File: src/fvdi_ram.sv
// Generic single-port-write, single-port-read RAM with registered read.
module fvdi_ram #(
    parameter int Width = 8,
    parameter int Depth = 16
) (
    input  logic                     aclk,
    input  logic                     we,
    input  logic [$clog2(Depth)-1:0] waddr,
    input  logic [Width-1:0]         wdata,
    input  logic [$clog2(Depth)-1:0] raddr,
    output logic [Width-1:0]         rdata
);
    logic [Width-1:0] mem [Depth];

    always_ff @(posedge aclk) begin
        if (we) mem[waddr] <= wdata;
        rdata <= mem[raddr];
    end
endmodule

File: config.mk
export PLATFORM = sky130hd
export DESIGN_NAME = fvdi_ram
export DESIGN_NICKNAME = d
export VERILOG_FILES = /design/src/fvdi_ram.sv
export SDC_FILE = /design/constraint.sdc
export NUM_CORES = 1
export LEC_CHECK = 0
export BUFFER_PORTS_ARGS = -buffer_cell sky130_fd_sc_hd__buf_4
export CORE_MARGIN = 1.5
export CORE_UTILIZATION = 50
export CTS_BUF_LIST = sky130_fd_sc_hd__clkbuf_4
export DETAILED_ROUTE_END_ITERATION = 7
export GPL_TIMING_DRIVEN = 1
export HOLD_SLACK_MARGIN = 0.05
export PLACE_DENSITY_LB_ADDON = 0.3
export SETUP_SLACK_MARGIN = 0.2
export SYNTH_ARGS = -nofsm -noshare
export SYNTH_HDL_FRONTEND = slang
export SYNTH_SLANG_ARGS = --single-unit
File: constraint.sdc
create_clock -name aclk -period 5.4 [get_ports aclk]
set_input_delay 1.08 -clock aclk [delete_from_list [all_inputs] [get_ports aclk]]
set_output_delay 1.08 -clock aclk [all_outputs]
set_load 0.05 [all_outputs]
==> metrics.md, run 1 <==
| Metric | Value |
|---|---|
| Total GRT Usage | `18.1%` |
| Htree depth | `4` |
| R2R cell count | `3` |
| Initial Utilization | `52.2%` |
| Setup TNS | `0 ps` |
| Worst path arrival time | `2520 ps` |
| Hold path cells | `3` |
| Net Switching | `452 uW` |
| Hold_buf cts | `0` |
| P&R area growth vs syn | `11.6%` |
| Status | `finished, final reports clean` |
| CTS Buffer Depth | `2` |
| Delay-heaviest family, CP | `simple AND/OR/NAND/NOR gates` |
| Die ar. | `10900 um2` |
| Critical Path RT | `5540 ps` |
| DR iter-0 viols | `154` |
| Rel. slew slack | `30.5%` |
| Antenna Violating Nets Remaining | `0` |
| Final worst slack | `3020 ps` |
| Tot Pwr | `2000 uW` |
| Largest net degree at the start of global routing | `33` |
| Yosys reg bits | `136` |
| Least-Margin Pin Slew | `1030 ps` |
| Antenna diodes | `0` |
| CTS tree | `yes` |
| Pre-antenna DRT Iters | `5` |
| Layout net count | `284` |
| CTS Sinks | `136` |
| Leak pwr | `0.00189 uW` |
| Min cycle time layout | `2380 ps` |
| Fmax | `0.420 GHz` |
| Critical path endpoint category | `flip-flop` |
| CTS Root Cell | `clkbuf_4` |
| Layout cell share with drive strength beyond 1 | `28.3%` |
| Post-synthesis sequential area ratio | `77.8%` |
| Slowest-stage cell, CP | `nor3_1` |
| Synth Area in Compound Gates | `2.33%` |
| Core ar. | `9860 um2` |
| DR WL/cell | `21.6 um` |
| Adder and majority gate portion of the synthesized area | `0%` |
| Die Width | `104 um` |
| Final Slew Violations | `0` |
| Top-Level Pins | `26` |
| Maxcap violations | `0` |
| Sw Ratio | `22.6%` |
| Cell Area, Placed | `5440 um2` |
| Port Buf Inserts | `25` |
| Design area | `5740 um2` |
| Placed insts | `380` |
| Initial antenna violation count | `0` |
| Vias in the first global route | `2400` |
| PD cells | `349 nW/um2` |
| # resized after CTS | `0` |
| First-pass GRT wire length | `13.9 mm` |
| Combinational Power Share | `6.6%` |
| Power share of the clock group | `34.2%` |
| Clock-pin slew on the worst setup and hold paths | `120 ps` |
| Die height | `104 um` |
| Net Count, Synth | `247` |
| Clock Skews | `15.1 ps` |
| WP buf/inv | `1` |
| Flop pwr share | `59.2%` |
| Pre-CTS WS | `2480 ps` |
| Synth Instances | `229` |
| Post-Syn Area | `5150 um2` |
| Critical Path Stages | `3` |
| Largest family of logic cells by synthesized area | `multiplexers` |
| Layout Cells excl Fill | `412` |
| Crit Path Category | `in -> reg` |
| CP max FO | `8` |
| Post-CTS setup buffers | `0` |
| Worst Hold Class | `reg -> reg` |
| Internal Pwr Total | `1550 uW` |
| Total gr overflow | `0` |
| Synth Area in Simple Gates | `3.18%` |
| Final hold violation count | `0` |
| Synth Area in XOR/XNOR | `0%` |
| Syn avg cell area | `22.5 um2` |
| Residual DRC | `0` |
| Critical path, cell by cell | `buf_4, or3b_2, nor3_1` |
| Final setup fails | `0` |
| Startpoint class of the critical path | `input port` |
| CTS Buf Count | `17` |
| Via count | `2371` |
| Detailed Route WL | `8.88 mm` |
| GPL Wtd Cong | `0.745` |
| Largest stage delay, worst path | `810 ps` |
| Synth unique cells | `19` |
| Fin crit share | `44.1%` |
| Row Count | `36` |
| Max rail drop VDD | `162 uV` |
| Routed vias/inst | `5.75` |
| RSZ-0062 raised after global routing | `false` |
| Mux contribution to synthesized area | `15.0%` |
| Yosys warns | `0` |
| Worst skew pair latency | `520 ps` |
| DP HPWL | `5.44 mm` |
-- synthesized netlist by cell type --
master / n / area share (%)
edfxtp_1: 128 / 75
dfxtp_1: 8 / 3.1
mux4_1: 14 / 7.1
nand3b_1: 2 / 0.29
nor2_1: 13 / 0.95
or3b_2: 1 / 0.17
mux4_2: 18 / 7.9
nor3_1: 4 / 0.39
a22oi_1: 16 / 2.3
clkdlybuf4s25_2: 3 / 0.58
and2b_1: 1 / 0.15
buf_2: 3 / 0.29
and2_1: 1 / 0.12
buf_6: 3 / 0.66
nand2b_1: 2 / 0.24
nor2b_1: 1 / 0.12
nand2_1: 9 / 0.66
buf_4: 1 / 0.15
nand3_1: 1 / 0.097
-- cell usage in the layout (no fill, tap or decap), drive strengths merged, types with 3 or more instances in the layout --
master  synthesis  final
edfxtp        128    128
mux4           32     32
buf             7     28
clkbuf          0     17
a22oi          16     16
nor2           13     13
nand2           9      9
clkinv          0      9
dfxtp           8      8
nor3            4      4
bufinv          0      3
-- power groups by stage --
stage | clock (uW) | sequential, uW | combinational [uW]
3_5_place_dp | 0 | 1210 | 134
3_3_place_gp | 0 | 1210 | 131
5_1_grt | 738 | 1190 | 141
4_1_cts | 701 | 1190 | 134
6_report | 685 | 1190 | 132
2_1_floorplan | 0 | 1230 | 59.9
-- layout make-up --
type                       count  area, um2
clock buffer                  17        128
clock inverter                15        178
fill                         710       4120
multi-input combinational     83       1060
sequential                   136       4000
tap                          133        166
timing repair buffer          28        210
-- path summary, 6_finish.rpt --
kind | startpoint | end | slack [ps]
worst max register to register | mem[0][7]$_DFFE_PP_ | rdata[7]$_DFF_P_ | 4030
worst min-delay path | mem[15][7]$_DFFE_PP_ | rdata[7]$_DFF_P_ | 680
worst min register to register | mem[15][7]$_DFFE_PP_ | rdata[7]$_DFF_P_ | 680
worst max-delay path | waddr[2] | mem[0][4]$_DFFE_PP_ | 3020
-- sequential cells by signal, indices dropped and copies added (netlist names) --
register  cells
rdata         8
mem         128
-- kinds of logic (layout without fill, tap and decap cells) --
| group | count (synthesis) | count (layout) |
|---|---|---|
| flip-flops | 136 | 136 |
| AND/OR/NAND/NOR | 35 | 35 |
| multiplexers | 32 | 32 |
| AO/OA/AOI/OAI | 16 | 16 |
| buffers and inverters | 10 | 60 |
-- worst reg2reg max path, stage by stage (launching register included) --
cell and delay (ps):
edfxtp_1 400, mux4_2 490, a22oi_1 300, nand2_1 80
-- stage by stage --
stage	hold slack [ps]	utilization, %
after detailed placement	655	55.1
after global placement	646	55.1
after global routing	702	58.2
final	682	58.2
after CTS	683	58.2
after floorplan	629	-
-- metal layers --
metal,track usage (%),routed length [um],vias to the layer above
met5,0,0,-
met4,9.33,235,0
met3,4.95,621,19
met2,26.7,4330,102
met1,24.9,3690,1202
li1,-,-,1048
Note: power is estimated with default switching activity, not from simulation.
==> run 2, diff against run 1 <==
- ABC_AREA: not set -> 1
- clock period: 5.4 -> 2.5 ns (I/O delays scaled with it)
==> run 2 against run 1 <==
Against the previous run:
- sequential power rose by 120%
- critical path depth decreased by 2
- wire length rose by 32%
- first-iteration DRC count is 67% higher
- highest routed layer unchanged
==> metrics.md, run 2 <==
| Metric | Value |
|---|---|
| CTS Buf Count | `17` |
| Worst Hold Class | `in -> reg` |
| Synth unique cells | `12` |
| CP max FO | `1` |
| Htree depth | `4` |
| Pre-antenna DRT Iters | `4` |
| Net Count, Synth | `569` |
| Total gr overflow | `0` |
| Reg2reg end | `rdata[6]$_DFF_P_` |
| Hold_buf cts | `0` |
| CTS Sinks | `136` |
| Detailed Route WL | `11.7 mm` |
| Die ar. | `12200 um2` |
| Largest Register | `mem` |
| DP HPWL | `7.32 mm` |
| Row Count | `39` |
| Crit Path Category | `reg -> out` |
| Sw Ratio | `23.5%` |
| Top-Level Pins | `26` |
| Worst Setup SP | `rdata[5]$_DFF_P_` |
| CTS Buffer Depth | `2` |
| Largest cells by area after synthesis | `edfxtp_1 (67%), nand2_1 (11%), nand3_1 (8.4%), inv_1 (6.5%), dfxtp_1 (2.8%)` |
| Vias in the first global route | `3495` |
| Max FFs per register | `128` |
| WP buf/inv | `1` |
| Most common cell after layout, fill and taps aside | `nand2_1` |
| Antenna Violating Nets Remaining | `0` |
| Critical path, cell by cell | `buf_4` |
| Residual DRC | `0` |
| Worst Hold Path EP | `rdata[3]$_DFF_P_` |
| Least-Margin Pin Slew | `785 ps` |
| Critical Path RT | `2000 ps` |
| Antenna diodes | `0` |
| Largest stage delay, worst path | `370 ps` |
| Initial Utilization | `50.9%` |
| Maxcap violations | `0` |
| Top cell type's share of synthesized area | `66.7%` |
| Final setup fails | `0` |
| Rel. slew slack | `47.5%` |
| Syn avg cell area | `10.5 um2` |
| Yosys reg bits | `136` |
| Post-Syn Area | `5770 um2` |
| P&R area growth vs syn | `9.85%` |
| Final Slew Violations | `0` |
| Fmax | `0.628 GHz` |
| Leak pwr | `0.00272 uW` |
| Post-synth top area cell | `edfxtp_1` |
| Largest registers | `mem (128), rdata (8)` |
| Setup TNS | `0 ps` |
| Fin crit share | `63.6%` |
| Die height | `110 um` |
| Clock-pin slew on the worst setup and hold paths | `120 ps` |
| RSZ-0062 raised after global routing | `false` |
| Yosys warns | `0` |
| Combinational Power Share | `8.3%` |
| CTS Root Cell | `clkbuf_4` |
| DR WL/cell | `16.0 um` |
| Layout net count | `595` |
| Critical path endpoint category | `output port` |
| PD cells | `692 nW/um2` |
| Slowest-stage cell, CP | `dfxtp_1` |
| WHS | `295 ps` |
| Max rail drop VDD | `420 uV` |
| Status | `finished, final reports clean` |
| Port Buf Inserts | `25` |
| R2R cell count | `6` |
| Hold path cells | `3` |
| Layout cell share with drive strength beyond 1 | `10.8%` |
| Top FF cell, synth | `edfxtp_1` |
| Largest net degree at the start of global routing | `65` |
| Clock Skews | `16.8 ps` |
| Via count | `3619` |
| Post-synthesis sequential area ratio | `69.4%` |
| Delay-heaviest family, CP | `flip-flops` |
| Total GRT Usage | `21.5%` |
| CTS tree | `yes` |
| Placed insts | `701` |
| Startpoint class of the critical path | `flip-flop` |
| Internal Pwr Total | `3350 uW` |
| DR iter-0 viols | `257` |
| Number of synthesized flops with an enable pin | `128` |
| Most common cell in the netlist | `nand2_1` |
| # resized after CTS | `0` |
| Worst path arrival time | `1090 ps` |
| Final hold violation count | `0` |
| R2R setup slack | `1420 ps` |
| Most frequent cells in the layout | `nand2_1 (173), edfxtp_1 (128), inv_1 (100)` |
| Worst R2R Start | `mem[0][6]$_DFFE_PP_` |
| Core ar. | `11300 um2` |
| Hold Crit Start | `raddr[3]` |
| Die Width | `110 um` |
| Min cycle time layout | `1590 ps` |
| Fraction of registers with async set/reset | `0%` |
| Worst skew pair latency | `520 ps` |
| Initial antenna violation count | `0` |
| GPL Wtd Cong | `0.810` |
| Post-CTS setup buffers | `0` |
| Power share of the clock group | `33.3%` |
| Layout Cells excl Fill | `733` |
| Synth top cells by count | `nand2_1 (173), edfxtp_1 (128), inv_1 (100)` |
| Post-layout util | `56.0%` |
| Synth Instances | `551` |
| Net Switching | `1030 uW` |
| Flop pwr share | `58.3%` |
| First-pass GRT wire length | `18.3 mm` |
| Routed vias/inst | `4.94` |
## run 2: cell count changes after synthesis, moves of 4 or more
cell	previous run	this run
mux4_1	14	0
nor2_1	13	17
a22oi_1	16	0
nand2_1	9	173
buf_2	3	13
mux4_2	18	0
nor3_1	4	0
inv_1	0	100
nand3_1	1	97
## run 2: cell families (layout without fill, tap and decap cells)
family / after synthesis / in the layout / share of synthesized area (%)
flops: 136 / 136 / 69.4
buf+inv: 126 / 165 / 9.52
simple gates: 289 / 289 / 21.0
## run 2: power groups by stage
stage	clock network [uW]	registers [uW]	logic (uW)
after floorplan	0	2660	180
after global placement	0	2610	363
after detailed placement	0	2610	366
after CTS	1500	2560	368
after global routing	1570	2560	402
final	1460	2560	365
## run 2: cell type report
type	instances	area (um2)
Fill cell	982	4990
Inverter	102	383
Timing Repair Buffer	31	258
Sequential cell	136	4000
Clock inverter	13	155
Clock buffer	19	143
Tap cell	143	179
Multi-Input combinational cell	289	1210
## run 2: through the flow
stage	setup WS [ps]	instance area, um2	total power, uW
floorplan	1050	5770	2840
global placement	710	6040	2970
detailed placement	641	6040	2980
CTS	867	6330	4420
global route	862	6330	4530
finish	909	6330	4380
## run 2: worst min-delay path: stages
cell     delay (ps)
buf_4           150
nand3_1          90
nand2_1          50
## run 2: routing by layer
layer  global-route usage [%]  vias up  part of all wire, %
li1                         -     1823                    -
met3                     5.06       17                  5.2
met5                        0        -                    0
met1                     27.6     1673                   42
met4                     9.89        0                  2.1
met2                     34.9      106                   50
## run 2: worst max path at each step
stage	endpoint	cells past startpoint
2_1_floorplan	mem[10][0]$_DFFE_PP_	2
3_3_place_gp	mem[11][5]$_DFFE_PP_	3
3_5_place_dp	mem[11][6]$_DFFE_PP_	3
4_1_cts	rdata[5]	1
5_1_grt	rdata[5]	1
6_report	rdata[5]	1
